### src/rtl/dsc_pkg.sv
package dsc_pkg;

  localparam int DEF_MAX_PATTERN = 64;
  localparam int DEF_COUNT_BITS  = 32;
  localparam int SYM_W           = 8;
  localparam int OP_W            = 2;
  localparam int OUT_COUNT_W     = 32;

  typedef enum logic [OP_W-1:0] {
    OP_CLEAR  = 2'd0,
    OP_APPEND = 2'd1,
    OP_TEXT   = 2'd2
  } dsc_op_t;

  // command broadcast to every cell of the chain
  typedef struct packed {
    logic             fire;
    dsc_op_t          op;
    logic [SYM_W-1:0] sym;
  } dsc_cmd_t;

endpackage

### src/rtl/dsc_cell.sv
module dsc_cell import dsc_pkg::*; #(
  parameter int COUNT_BITS = DEF_COUNT_BITS
) (
  input  logic                  clk,
  input  logic                  rst_n,
  input  dsc_cmd_t              cmd,
  input  logic                  prev_valid,
  input  logic [COUNT_BITS-1:0] prev_count,
  output logic                  valid_o,
  output logic [COUNT_BITS-1:0] count_o,
  output logic                  sat_o
);

  logic                  valid_r, valid_nxt;
  logic [SYM_W-1:0]      sym_r, sym_nxt;
  logic [COUNT_BITS-1:0] count_r, count_nxt;
  logic [COUNT_BITS:0]   sum;
  logic                  hit;

  assign hit = cmd.fire && (cmd.op == OP_TEXT) && valid_r && (sym_r == cmd.sym);
  assign sum = {1'b0, count_r} + {1'b0, prev_count};

  always_comb begin
    valid_nxt = valid_r;
    sym_nxt   = sym_r;
    count_nxt = count_r;
    if (cmd.fire) begin
      case (cmd.op)
        OP_CLEAR: begin
          valid_nxt = 1'b0;
        end
        OP_APPEND: begin
          // first free slot of the chain takes the symbol
          if (!valid_r && prev_valid) begin
            valid_nxt = 1'b1;
            sym_nxt   = cmd.sym;
            count_nxt = '0;
          end
        end
        OP_TEXT: begin
          if (hit) begin
            count_nxt = sum[COUNT_BITS] ? {COUNT_BITS{1'b1}} : sum[COUNT_BITS-1:0];
          end
        end
        default: begin
        end
      endcase
    end
  end

  always_ff @(posedge clk) begin
    if (!rst_n) begin
      valid_r <= 1'b0;
    end else begin
      valid_r <= valid_nxt;
    end
  end

  always_ff @(posedge clk) begin
    sym_r   <= sym_nxt;
    count_r <= count_nxt;
  end

  assign valid_o = valid_r;
  assign count_o = count_r;
  assign sat_o   = hit && sum[COUNT_BITS];

endmodule

### config.mk
export PLATFORM = sky130hd
export DESIGN_NAME = dsc_cell
export DESIGN_NICKNAME = d
export VERILOG_FILES = /design/src/rtl/dsc_pkg.sv /design/src/rtl/dsc_cell.sv
export SDC_FILE = /design/constraint.sdc
export NUM_CORES = 1
export LEC_CHECK = 0
export BUFFER_PORTS_ARGS = -buffer_cell sky130_fd_sc_hd__buf_2
export CAP_MARGIN = 20
export CORE_AREA = 8 8 85 87
export DETAILED_ROUTE_END_ITERATION = 10
export DIE_AREA = 0 0 93 95
export GPL_TIMING_DRIVEN = 0
export PLACE_DENSITY = 0.93
export SYNTH_ARGS = -nofsm -noshare
export SYNTH_HDL_FRONTEND = slang
export SYNTH_SLANG_ARGS = --single-unit
### constraint.sdc
create_clock -name clk -period 9.6 [get_ports clk]
set_clock_uncertainty 0.1 [all_clocks]
set_input_delay 0.48 -clock clk [delete_from_list [all_inputs] [get_ports clk]]
set_output_delay 0.48 -clock clk [all_outputs]
set_load 0.02 [all_outputs]
==> results of run 1 <==
cells in the final DEF, fill, tap and decap left out, drive strengths merged, types with 2 or more instances in the layout:
cell type / n
nand4: 3
o21ai: 17
and3: 6
xor2: 12
nor2b: 4
and4: 2
nor2: 20
clkbuf: 11
a31o: 2
nor3: 4
a31oi: 3
o21a: 10
buf: 83
ha: 32
nand3: 12
inv: 9
a21boi: 3
nand2: 19
o21bai: 4
and2: 6
o31ai: 4
o2111ai: 4
o211ai: 2
nand2b: 3
or2: 2
a211oi: 7
a21oi: 53
a221oi: 2
xnor2: 21
a21bo: 2
edfxtp: 40
a21o: 15
a221o: 3
or3: 2
registers in the layout (all words and copies together), names as in the netlist:
register / cells
valid_o: 1
sym_r: 8
count_o: 32
logic make-up (layout without fill, tap and decap cells):
family,after synthesis,in the layout,synth area share [%]
AO/OA/AOI/OAI,139,139,27.2
AND/OR/NAND/NOR,88,88,13.5
flip-flops,41,41,36.2
adder cells (fa/ha/maj),33,33,12.5
XOR/XNOR,33,33,8.56
buffers and inverters,18,105,2.11
report_power, final:
group | leakage (nW) | switching, W | total (W) | internal [W]
clock | 0.0528 | 0.0000642 | 0.000141 | 0.0000769
combinational | 1.26 | 0.0000696 | 0.000121 | 0.0000510
sequential | 0.377 | 0.00000184 | 0.000203 | 0.000201
total | 1.69 | 0.000136 | 0.000465 | 0.000329
cell usage after synthesis, drive strengths merged, types with 3 or more instances:
master / count
xor2: 12
nor2b: 4
o21ai: 17
o31ai: 4
a31oi: 3
and3: 6
nand4: 3
buf: 4
edfxtp: 40
o21a: 10
a21oi: 53
inv: 9
ha: 32
nor3: 4
nand2b: 3
nand2: 19
o2111ai: 4
a211oi: 7
clkbuf: 5
xnor2: 21
nor2: 20
a21o: 15
a21boi: 3
o21bai: 4
a221o: 3
nand3: 12
and2: 6
worst min path at each step:
stage / cells after the start / endpoint / start / slack, ns
after detailed placement: 1 / valid_o / valid_o / 0.48
after global placement: 1 / valid_o / valid_o / 0.45
after floorplan: 0 / sym_r[0] / cmd[0] / 0.48
after global routing: 1 / sym_r[1] / cmd[1] / 0.28
after CTS: 1 / sym_r[1] / cmd[1] / 0.28
final: 1 / sym_r[7] / cmd[7] / 0.28
through the flow:
| stage | worst slack (ns) | cell area (um2) | cells | power, W |
|---|---|---|---|---|
| global route | 5.30 | 3970 | 514 | 0.000483 |
| finish | 5.44 | 3970 | 514 | 0.000465 |
| floorplan | 6.16 | 3380 | 352 | 0.000293 |
| detailed placement | 5.62 | 3870 | 506 | 0.000325 |
| CTS | 5.48 | 3970 | 514 | 0.000463 |
| global placement | 5.66 | 3860 | 506 | 0.000321 |
area by class of cell:
class	instances	area, um2
multi-input combinational	293	2090
fill	495	1840
sequential	41	1220
timing repair buffer	79	395
tap	75	93.8
clock buffer	6	72.6
buffer	9	37.5
clock inverter	2	33.8
inverter	9	33.8
worst max-delay path: stages, from the launching register on:
cell,delay [ns]
edfxtp_1,0.39
ha_1,0.24
fa_1,0.43
a211oi_1,0.35
o21a_1,0.21
nor2_2,0.06
o311a_1,0.34
o2111ai_2,0.25
a211oi_2,0.13
nor2_2,0.35
buf_2,0.33
nor2_1,0.06
buf_2,0.16
per-layer routing:
layer  share of wire [%]  wire length (um)  global-route usage (%)  vias to the layer above
li1                    -                 -                       -                     1527
met1                  39              3380                    21.2                     1430
met2                  48              4120                    33.3                      168
met3                  11               967                    6.90                       19
met4                 2.1               183                    7.38                        0
met5                   0                 0                       0                        -
==> metrics.md, run 1 <==
| Metric | Value |
|---|---|
| Sink Count | 41 |
| Worst hold margin | 0.279 ns |
| Die outline height | 95 um |
| Count of buffers from port buffering | 79 |
| Clock slew at the register clock pins of the worst setup and hold paths | 0.08 ns |
| Worst slew margin relative to its limit | 43.6% |
| Warnings from Yosys | 0 |
| CTS-repair resized insts | 0 |
| Yosys reg bits | 41 |
| Predominant post-synthesis flop cell | edfxtp_1 |
| Wire length reported by the detailed router | 8650 um |
| Core area | 5820 um2 |
| Maximum frequency from static timing analysis | 240 MHz |
| Reg2reg path depth | 11 |
| I/O pin cnt | 80 |
| Start point of the critical path | count_o[0] |
| Power per Cell Area | 117 nW/um2 |
| Final #Nets | 517 |
| Synth Net Count | 431 |
| Area of the die | 8840 um2 |
| Vias per cell | 6.12 |
| Diodes inserted | 0 |
| Sum Neg Setup Slack | 0 ns |
| Number of hold-slack violations in the final timing report | 0 |
| Vias | 3144 |
| Wire length per cell | 16.8 um |
| Overall die width | 93 um |
| Share of post-route cells with drive strength above 1 | 23.5% |
| Data arrival time of the critical path | 3.58 ns |
| Length of the first detailed-routing pass in iterations | 6 |
| Highest ir drop seen on vdd | 0.0000854 V |
| Inserted Clock Buffers | 5 |
| Synth area leader | edfxtp_1 |
| Static leakage | 1.69 nW |
| DRT antenna net count | 0 |
| Clock insertion delay at the later pin of the skew report | 0.30 ns |
| Layout area overhead | 17.7% |
| Slew Viols, Final | 0 |
| CTS root buf | clkbuf_8 |
| Transition time at the pin with the least slew margin | 0.846 ns |
| Area of the mapped netlist | 3380 um2 |
| Critical path capture point | sat_o |
| Number of remaining DRC errors | 0 |
| Final cycle utilization of the critical path | 43.4% |
| Final Wtd Congestion | 0.956 |
| Sequential element share of the synthesized area | 36.2% |
| Area fraction of the dominant cell type after synthesis | 35.6% |
| Kind of path behind the tightest hold check | input pin to register |
| Share of async-settable or async-resettable flops after synthesis | 0% |
| Setup Buffers After CTS | 0 |
| Kind of start point of the critical path | register |
| Utilization after layout | 68.3% |
| Maximum count of clock buffers along a single path | 2 |
| Synth area leaders | edfxtp_1 36%, ha_1 12%, a21oi_1 7.9% |
| Capture point of the worst reg-to-reg path | count_o[23] |
| TritonCTS clock tree | built |
| Syn Inst Count | 352 |
| Antenna violations before repair | 0 |
| RSZ-0062 raised after global routing | no |
| Half-perimeter wire length of the detailed placement result | 6750 um |
| Via count of the first global-routing pass | 3086 |
| Final critical path time including I/O delays and setup | 4.16 ns |
| Worst flop-to-flop path startpoint | count_o[0] |
| CTS H-tree depth | 2 |
| Register-to-register setup slack | 6.06 ns |
| MaxCap Viol Count | 0 |
| Number of library cell types mapped by synthesis | 55 |
| Wire length of the first global-routing pass | 13900 um |
| Overflow left after global routing | 0 |
| Number of standard-cell rows in the floorplan | 28 |
| Critical path class | register to primary output |
| Required time at the endpoint of the critical path | 9.02 ns |
| Worst setup EP type | primary output |
| Setup-failing EPs final | 0 |
| Outcome | completed |
| Starting Density | 58.0% |
| Post-CTS Hold Buffers | 0 |
| Tot GR Track Use | 19.2% |
| Count of routing violations after the opening detailed-route iteration | 243 |
| Crit path max fanout | 10 |
| Per-instance average area after synthesis | 9.59 um2 |
| EDFF count, synth | 40 |
| Maximum number of pins on one net before global-route repair | 33 |
No activity file was read; power rests on OpenSTA's default activity.
==> run 2: changes to the inputs <==
--- a/config.mk
+++ b/config.mk
@@ -7,11 +7,11 @@
 export LEC_CHECK = 0
 export BUFFER_PORTS_ARGS = -buffer_cell sky130_fd_sc_hd__buf_2
 export CAP_MARGIN = 20
-export CORE_AREA = 8 8 85 87
+export CORE_AREA = 8 8 93 95
 export DETAILED_ROUTE_END_ITERATION = 10
-export DIE_AREA = 0 0 93 95
+export DIE_AREA = 0 0 101 103
 export GPL_TIMING_DRIVEN = 0
-export PLACE_DENSITY = 0.93
+export PLACE_DENSITY = 0.82
 export SYNTH_ARGS = -nofsm -noshare
 export SYNTH_HDL_FRONTEND = slang
 export SYNTH_SLANG_ARGS = --single-unit
==> constraint.sdc (replaced) <==
create_clock -name clk -period 3.7 [get_ports clk]
set_clock_uncertainty 0.1 [all_clocks]
set_input_delay 0.185 -clock clk [delete_from_list [all_inputs] [get_ports clk]]
set_output_delay 0.185 -clock clk [all_outputs]
set_load 0.02 [all_outputs]
==> run 2 against run 1 <==
  * Design area grew 3.4%
  * Sequential share of layout area shrank 1.0 points
  * Hold slack lost 0.25 ns
  * Global-route usage shrank 2.3 points
  * Power grew to 2.6 times the previous value
  * Critical path depth is the same
  * Core utilization shrank 11 points
  * Cell count grew 6.4%
  * Die area grew 18%
  * Critical path type unchanged
==> metrics.md, run 2 (same netlist as run 1, synthesis figures left out) <==
| Metric | Value |
|---|---|
| Outcome | completed |
| Static leakage | 1.73 nW |
| Number of flip-flops in the largest register | 32 |
| I/O pin cnt | 80 |
| Final #Nets | 526 |
| Maximum frequency from static timing analysis | 286 MHz |
| DRT antenna net count | 0 |
| Wire length reported by the detailed router | 8910 um |
| Sink Count | 41 |
| Clock insertion delay at the later pin of the skew report | 0.30 ns |
| Wire length of the first global-routing pass | 14200 um |
| Power per Cell Area | 298 nW/um2 |
| Crit path max fanout | 10 |
| Sum Neg Setup Slack | 0 ns |
| Number of filler cells placed in the layout | 663 |
| Share of post-route cells with drive strength above 1 | 23.7% |
| Highest ir drop seen on vdd | 0.000164 V |
| Count of routing violations after the opening detailed-route iteration | 188 |
| Maximum count of clock buffers along a single path | 2 |
| Setup-failing EPs final | 0 |
| Final cycle utilization of the critical path | 94.6% |
| Data arrival time of the critical path | 3.21 ns |
| Maximum number of pins on one net before global-route repair | 33 |
| MaxCap Viol Count | 0 |
| Diodes inserted | 0 |
| Final Wtd Congestion | 0.912 |
| RSZ-0062 raised after global routing | no |
| TritonCTS clock tree | built |
| Tot GR Track Use | 16.9% |
| Leading cell type in the layout, fill and taps excluded | buf_2 |
| Final critical path time including I/O delays and setup | 3.50 ns |
| Antenna violations before repair | 0 |
| Kind of start point of the critical path | register |
| Worst setup EP type | primary output |
| Area of the die | 10400 um2 |
| Vias | 3128 |
| Layout area overhead | 21.7% |
| Inserted Clock Buffers | 5 |
| Core area | 7140 um2 |
| Length of the first detailed-routing pass in iterations | 4 |
| Half-perimeter wire length of the detailed placement result | 6670 um |
| Vias per cell | 5.72 |
| Wire length per cell | 16.3 um |
| CTS root buf | clkbuf_8 |
| Number of remaining DRC errors | 0 |
| Clock slew at the register clock pins of the worst setup and hold paths | 0.09 ns |
| Top library cells by usage in the layout, fill and taps aside | 81 x buf_2, 53 x a21oi_1, 40 x edfxtp_1 |
| Slew Viols, Final | 0 |
| Starting Density | 47.3% |
| Critical path class | register to primary output |
| Overflow left after global routing | 0 |
| Transition time at the pin with the least slew margin | 0.850 ns |
| Worst slew margin relative to its limit | 43.4% |
| Number of hold-slack violations in the final timing report | 0 |
| CTS H-tree depth | 2 |
| Via count of the first global-routing pass | 3037 |
| Required time at the endpoint of the critical path | 3.41 ns |
| Die outline height | 103 um |
| Number of standard-cell rows in the floorplan | 31 |
| Count of buffers from port buffering | 79 |
| Overall die width | 101 um |
| Worst hold margin | 0.0281 ns |
| Kind of path behind the tightest hold check | input pin to register |
-- run 2: per-stage QoR --
stage / utilization (%) / worst slack, ns / instances / power [W] / cell area [um2]
6_report: 57.6 / 0.201 / 547 / 0.00122 / 4110
2_1_floorplan: - / 0.409 / 352 / 0.000759 / 3380
4_1_cts: 57.3 / 0.0572 / 545 / 0.00122 / 4090
5_1_grt: 57.6 / 0.0144 / 547 / 0.00128 / 4110
3_5_place_dp: 54.6 / 0.150 / 530 / 0.000844 / 3900
3_3_place_gp: 54.6 / 0.224 / 530 / 0.000837 / 3890
-- run 2: where the power goes --
group	internal, W	total, W	switching (W)
clock	0.000199	0.000375	0.000176
combinational	0.000141	0.000323	0.000182
sequential	0.000522	0.000527	0.00000454
total	0.000862	0.00122	0.000362
-- run 2: layout make-up --
cell class,count,area [um2],share of cell area (%)
clock buffer,5,68.8,1.68
buffer,9,40.0,0.975
sequential,41,1220,29.7
inverter,9,33.8,0.822
multi-input combinational,293,2100,51.0
clock inverter,3,41.3,1.01
tap,99,124,3.02
timing repair buffer,88,483,11.8
-- run 2: worst max-delay path, cell delays in order, from the launching register on --
cell and delay [ns]:
edfxtp_1 0.40, ha_1 0.24, fa_1 0.45, a211oi_2 0.30, o21a_1 0.19, nor2_2 0.06
o311a_1 0.34, o2111ai_2 0.25, a211oi_2 0.14, nor2_4 0.13, buf_4 0.20, nor2_1 0.06
buf_2 0.16
-- run 2: timing repair --
action	CTS	global route
setup buffers	0	1
pin swaps	0	1
hold buffers	7	1
setup endpoints to repair	1	1
resized for setup	3	0
hold endpoints to repair	7	1
-- run 2: per-layer routing --
metal | vias up | part of all wire [%] | global-route usage, %
met5 | - | 0 | 0
met4 | 0 | 1.4 | 5.04
met3 | 15 | 9.6 | 5.60
met2 | 122 | 46 | 29.2
met1 | 1442 | 43 | 19.5
li1 | 1549 | - | -
-- run 2: worst paths after layout --
kind | endpoint | start | slack, ns | cells past startpoint
setup / recovery | sat_o | count_o[0] | 0.20 | 12
hold / removal | valid_o | rst_n | 0.03 | 2
setup reg to reg | count_o[31] | count_o[0] | 0.33 | 10
hold reg to reg | valid_o | valid_o | 0.49 | 1
==> run 3: changes to the inputs <==
--- a/config.mk
+++ b/config.mk
@@ -7,11 +7,12 @@
 export LEC_CHECK = 0
 export BUFFER_PORTS_ARGS = -buffer_cell sky130_fd_sc_hd__buf_2
 export CAP_MARGIN = 20
-export CORE_AREA = 8 8 93 95
+export CORE_AREA = 8 8 91 93
+export CTS_BUF_LIST = sky130_fd_sc_hd__clkbuf_8
 export DETAILED_ROUTE_END_ITERATION = 10
-export DIE_AREA = 0 0 101 103
+export DIE_AREA = 0 0 99 101
 export GPL_TIMING_DRIVEN = 0
-export PLACE_DENSITY = 0.82
+export PLACE_DENSITY = 0.86
 export SYNTH_ARGS = -nofsm -noshare
 export SYNTH_HDL_FRONTEND = slang
 export SYNTH_SLANG_ARGS = --single-unit
==> run 3 against run 2 <==
  * Die area is 3.9% lower
  * Critical path depth did not move
  * Clock power increased by 21%
  * Cell count is 2.9% lower
  * Sequential share of layout area is 0.099 points lower
  * Register-to-register slack better by 0.04 ns
  * Global-route usage up 0.78 points
  * Core utilization up 1.8 points
  * Non-clock buffer count is 1 higher
  * Design area up 0.33%
  * Sequential power barely moved
  * Critical endpoint unchanged
  * Highest routed layer unchanged
==> metrics.md, run 3 (same netlist as run 1, synthesis figures left out) <==
| Metric | Value |
|---|---|
| Final Wtd Congestion | 0.941 |
| CTS root buf | clkbuf_8 |
| Number of standard-cell rows in the floorplan | 31 |
| Data arrival time of the critical path | 3.17 ns |
| Final #Nets | 527 |
| Largest stage delay on the critical path | 0.45 ns |
| Worst-path cell with the longest stage delay | fa_1 |
| Buffering stage count on the worst path with inverters included | 2 |
| Kind of start point of the critical path | register |
| Number of remaining DRC errors | 0 |
| Crit path max fanout | 10 |
| Layout Cell Area excl Fill | 4120 um2 |
| DRT antenna net count | 0 |
| Tot GR Track Use | 17.7% |
| CP Cell Sequence | ha_1 > fa_1 > a211oi_2 > o21a_1 > nor2_2 > o311a_1 > o2111ai_2 > a211oi_2 > nor2_4 > buf_4 > nor2_1 > buf_2 |
| Leading cell type in the layout, fill and taps excluded | buf_2 |
| Number of hold-slack violations in the final timing report | 0 |
| I/O pin cnt | 80 |
| Sink Count | 41 |
| Core area | 6940 um2 |
| Via count of the first global-routing pass | 3245 |
| Worst setup EP type | primary output |
| Cell mode on critical path | a211oi_2 |
| Sum Neg Setup Slack | 0 ns |
| Placed instance area | 3880 um2 |
| Static leakage | 1.76 nW |
| Vias per cell | 6.02 |
| Starting Density | 48.6% |
| Power per Cell Area | 317 nW/um2 |
| Top Family by Delay on Critical Path | compound AO/OA/AOI/OAI gates |
| Count of buffers from port buffering | 79 |
| Layout area overhead | 22.1% |
| Die outline height | 101 um |
| Required time at the endpoint of the critical path | 3.41 ns |
| Diodes inserted | 0 |
| Inserted Clock Buffers | 5 |
| Antenna violations before repair | 0 |
| Number of flip-flops in the largest register | 32 |
| CTS H-tree depth | 2 |
| Count of routing violations after the opening detailed-route iteration | 281 |
| Half-perimeter wire length of the detailed placement result | 6710 um |
| Final critical path time including I/O delays and setup | 3.46 ns |
| Wire length per cell | 16.8 um |
| Clock slew at the register clock pins of the worst setup and hold paths | 0.09 ns |
| Clock insertion delay at the later pin of the skew report | 0.31 ns |
| Transition time at the pin with the least slew margin | 0.830 ns |
| Worst slew margin relative to its limit | 44.7% |
| Overflow left after global routing | 0 |
| Length of the first detailed-routing pass in iterations | 5 |
| Setup-failing EPs final | 0 |
| Top library cells by usage in the layout, fill and taps aside | 81 x buf_2, 53 x a21oi_1, 40 x edfxtp_1 |
| Area of the die | 10000 um2 |
| Wire length reported by the detailed router | 8940 um |
| Outcome | completed |
| Maximum frequency from static timing analysis | 289 MHz |
| Final cycle utilization of the critical path | 93.5% |
| RSZ-0062 raised after global routing | no |
| Total Power Consumption | 0.00131 W |
| Overall die width | 99 um |
| Critical path class | register to primary output |
| Vias | 3199 |
| Kind of path behind the tightest hold check | input pin to register |
| Highest ir drop seen on vdd | 0.000201 V |
| Slew Viols, Final | 0 |
| Share of post-route cells with drive strength above 1 | 24.1% |
| Wire length of the first global-routing pass | 14500 um |
| Maximum number of pins on one net before global-route repair | 33 |
| MaxCap Viol Count | 0 |
| TritonCTS clock tree | built |
| Maximum count of clock buffers along a single path | 2 |
-- run 3: cell count changes in the layout (fill, tap and decap cells not counted) --
| cell | delta |
|---|---|
| inv_6 | +1 |
| bufinv_16 | +1 |
| clkinv_1 | -1 |
| buf_4 | +1 |
| clkinvlp_4 | -1 |
-- run 3: area by class of cell --
class	instances	area (um2)
clock buffers	5	68.8
inverters	9	33.8
plain buffers	9	40.0
flip-flops and latches	41	1220
clock inverters	3	68.8
well taps	82	103
fillers	598	2820
repair buffers	89	490
multi-input cells	293	2100
-- run 3: path summary, 6_finish.rpt --
path	start	end	slack [ns]	cells after the start
worst max-delay path	count_o[0]	sat_o	0.24	12
worst min-delay path	rst_n	valid_o	0.03	2
worst max register to register	count_o[0]	count_o[5]	0.37	12
worst min register to register	valid_o	valid_o	0.49	1
-- run 3: where the power goes --
group / switching [W] / leakage, nW / internal [W]
sequential: 0.00000477 / 0.377 / 0.000522
clock: 0.000182 / 0.0687 / 0.000272
combinational: 0.000183 / 1.31 / 0.000142
total: 0.000370 / 1.76 / 0.000936
-- run 3: what timing repair did --
action                                  CTS  global route
setup buffers                             0             2
endpoints found under the setup margin    1             1
hold buffers                              8             0
resized for setup                         2             1
pin swaps                                 0             1
endpoints found under the hold margin     8             0
-- run 3: metal layers --
| metal | GRT usage [%] | up-vias | wire length (um) |
|---|---|---|---|
| li1 | - | 1545 | - |
| met4 | 8.03 | 0 | 197 |
| met3 | 5.18 | 21 | 778 |
| met2 | 29.9 | 145 | 4240 |
| met5 | 0 | - | 0 |
| met1 | 20.2 | 1488 | 3730 |
-- run 3: stage by stage --
| step | utilization, % | cells | hold WS [ns] | worst slack (ns) |
|---|---|---|---|---|
| after global placement | 55.8 | 513 | 0.292 | 0.230 |
| after detailed placement | 55.8 | 513 | 0.292 | 0.211 |
| after CTS | 59.1 | 529 | 0.0262 | 0.0251 |
| final | 59.4 | 531 | 0.0304 | 0.240 |
| after global routing | 59.4 | 531 | 0.0308 | 0.0568 |
| after floorplan | - | 352 | 0.184 | 0.409 |
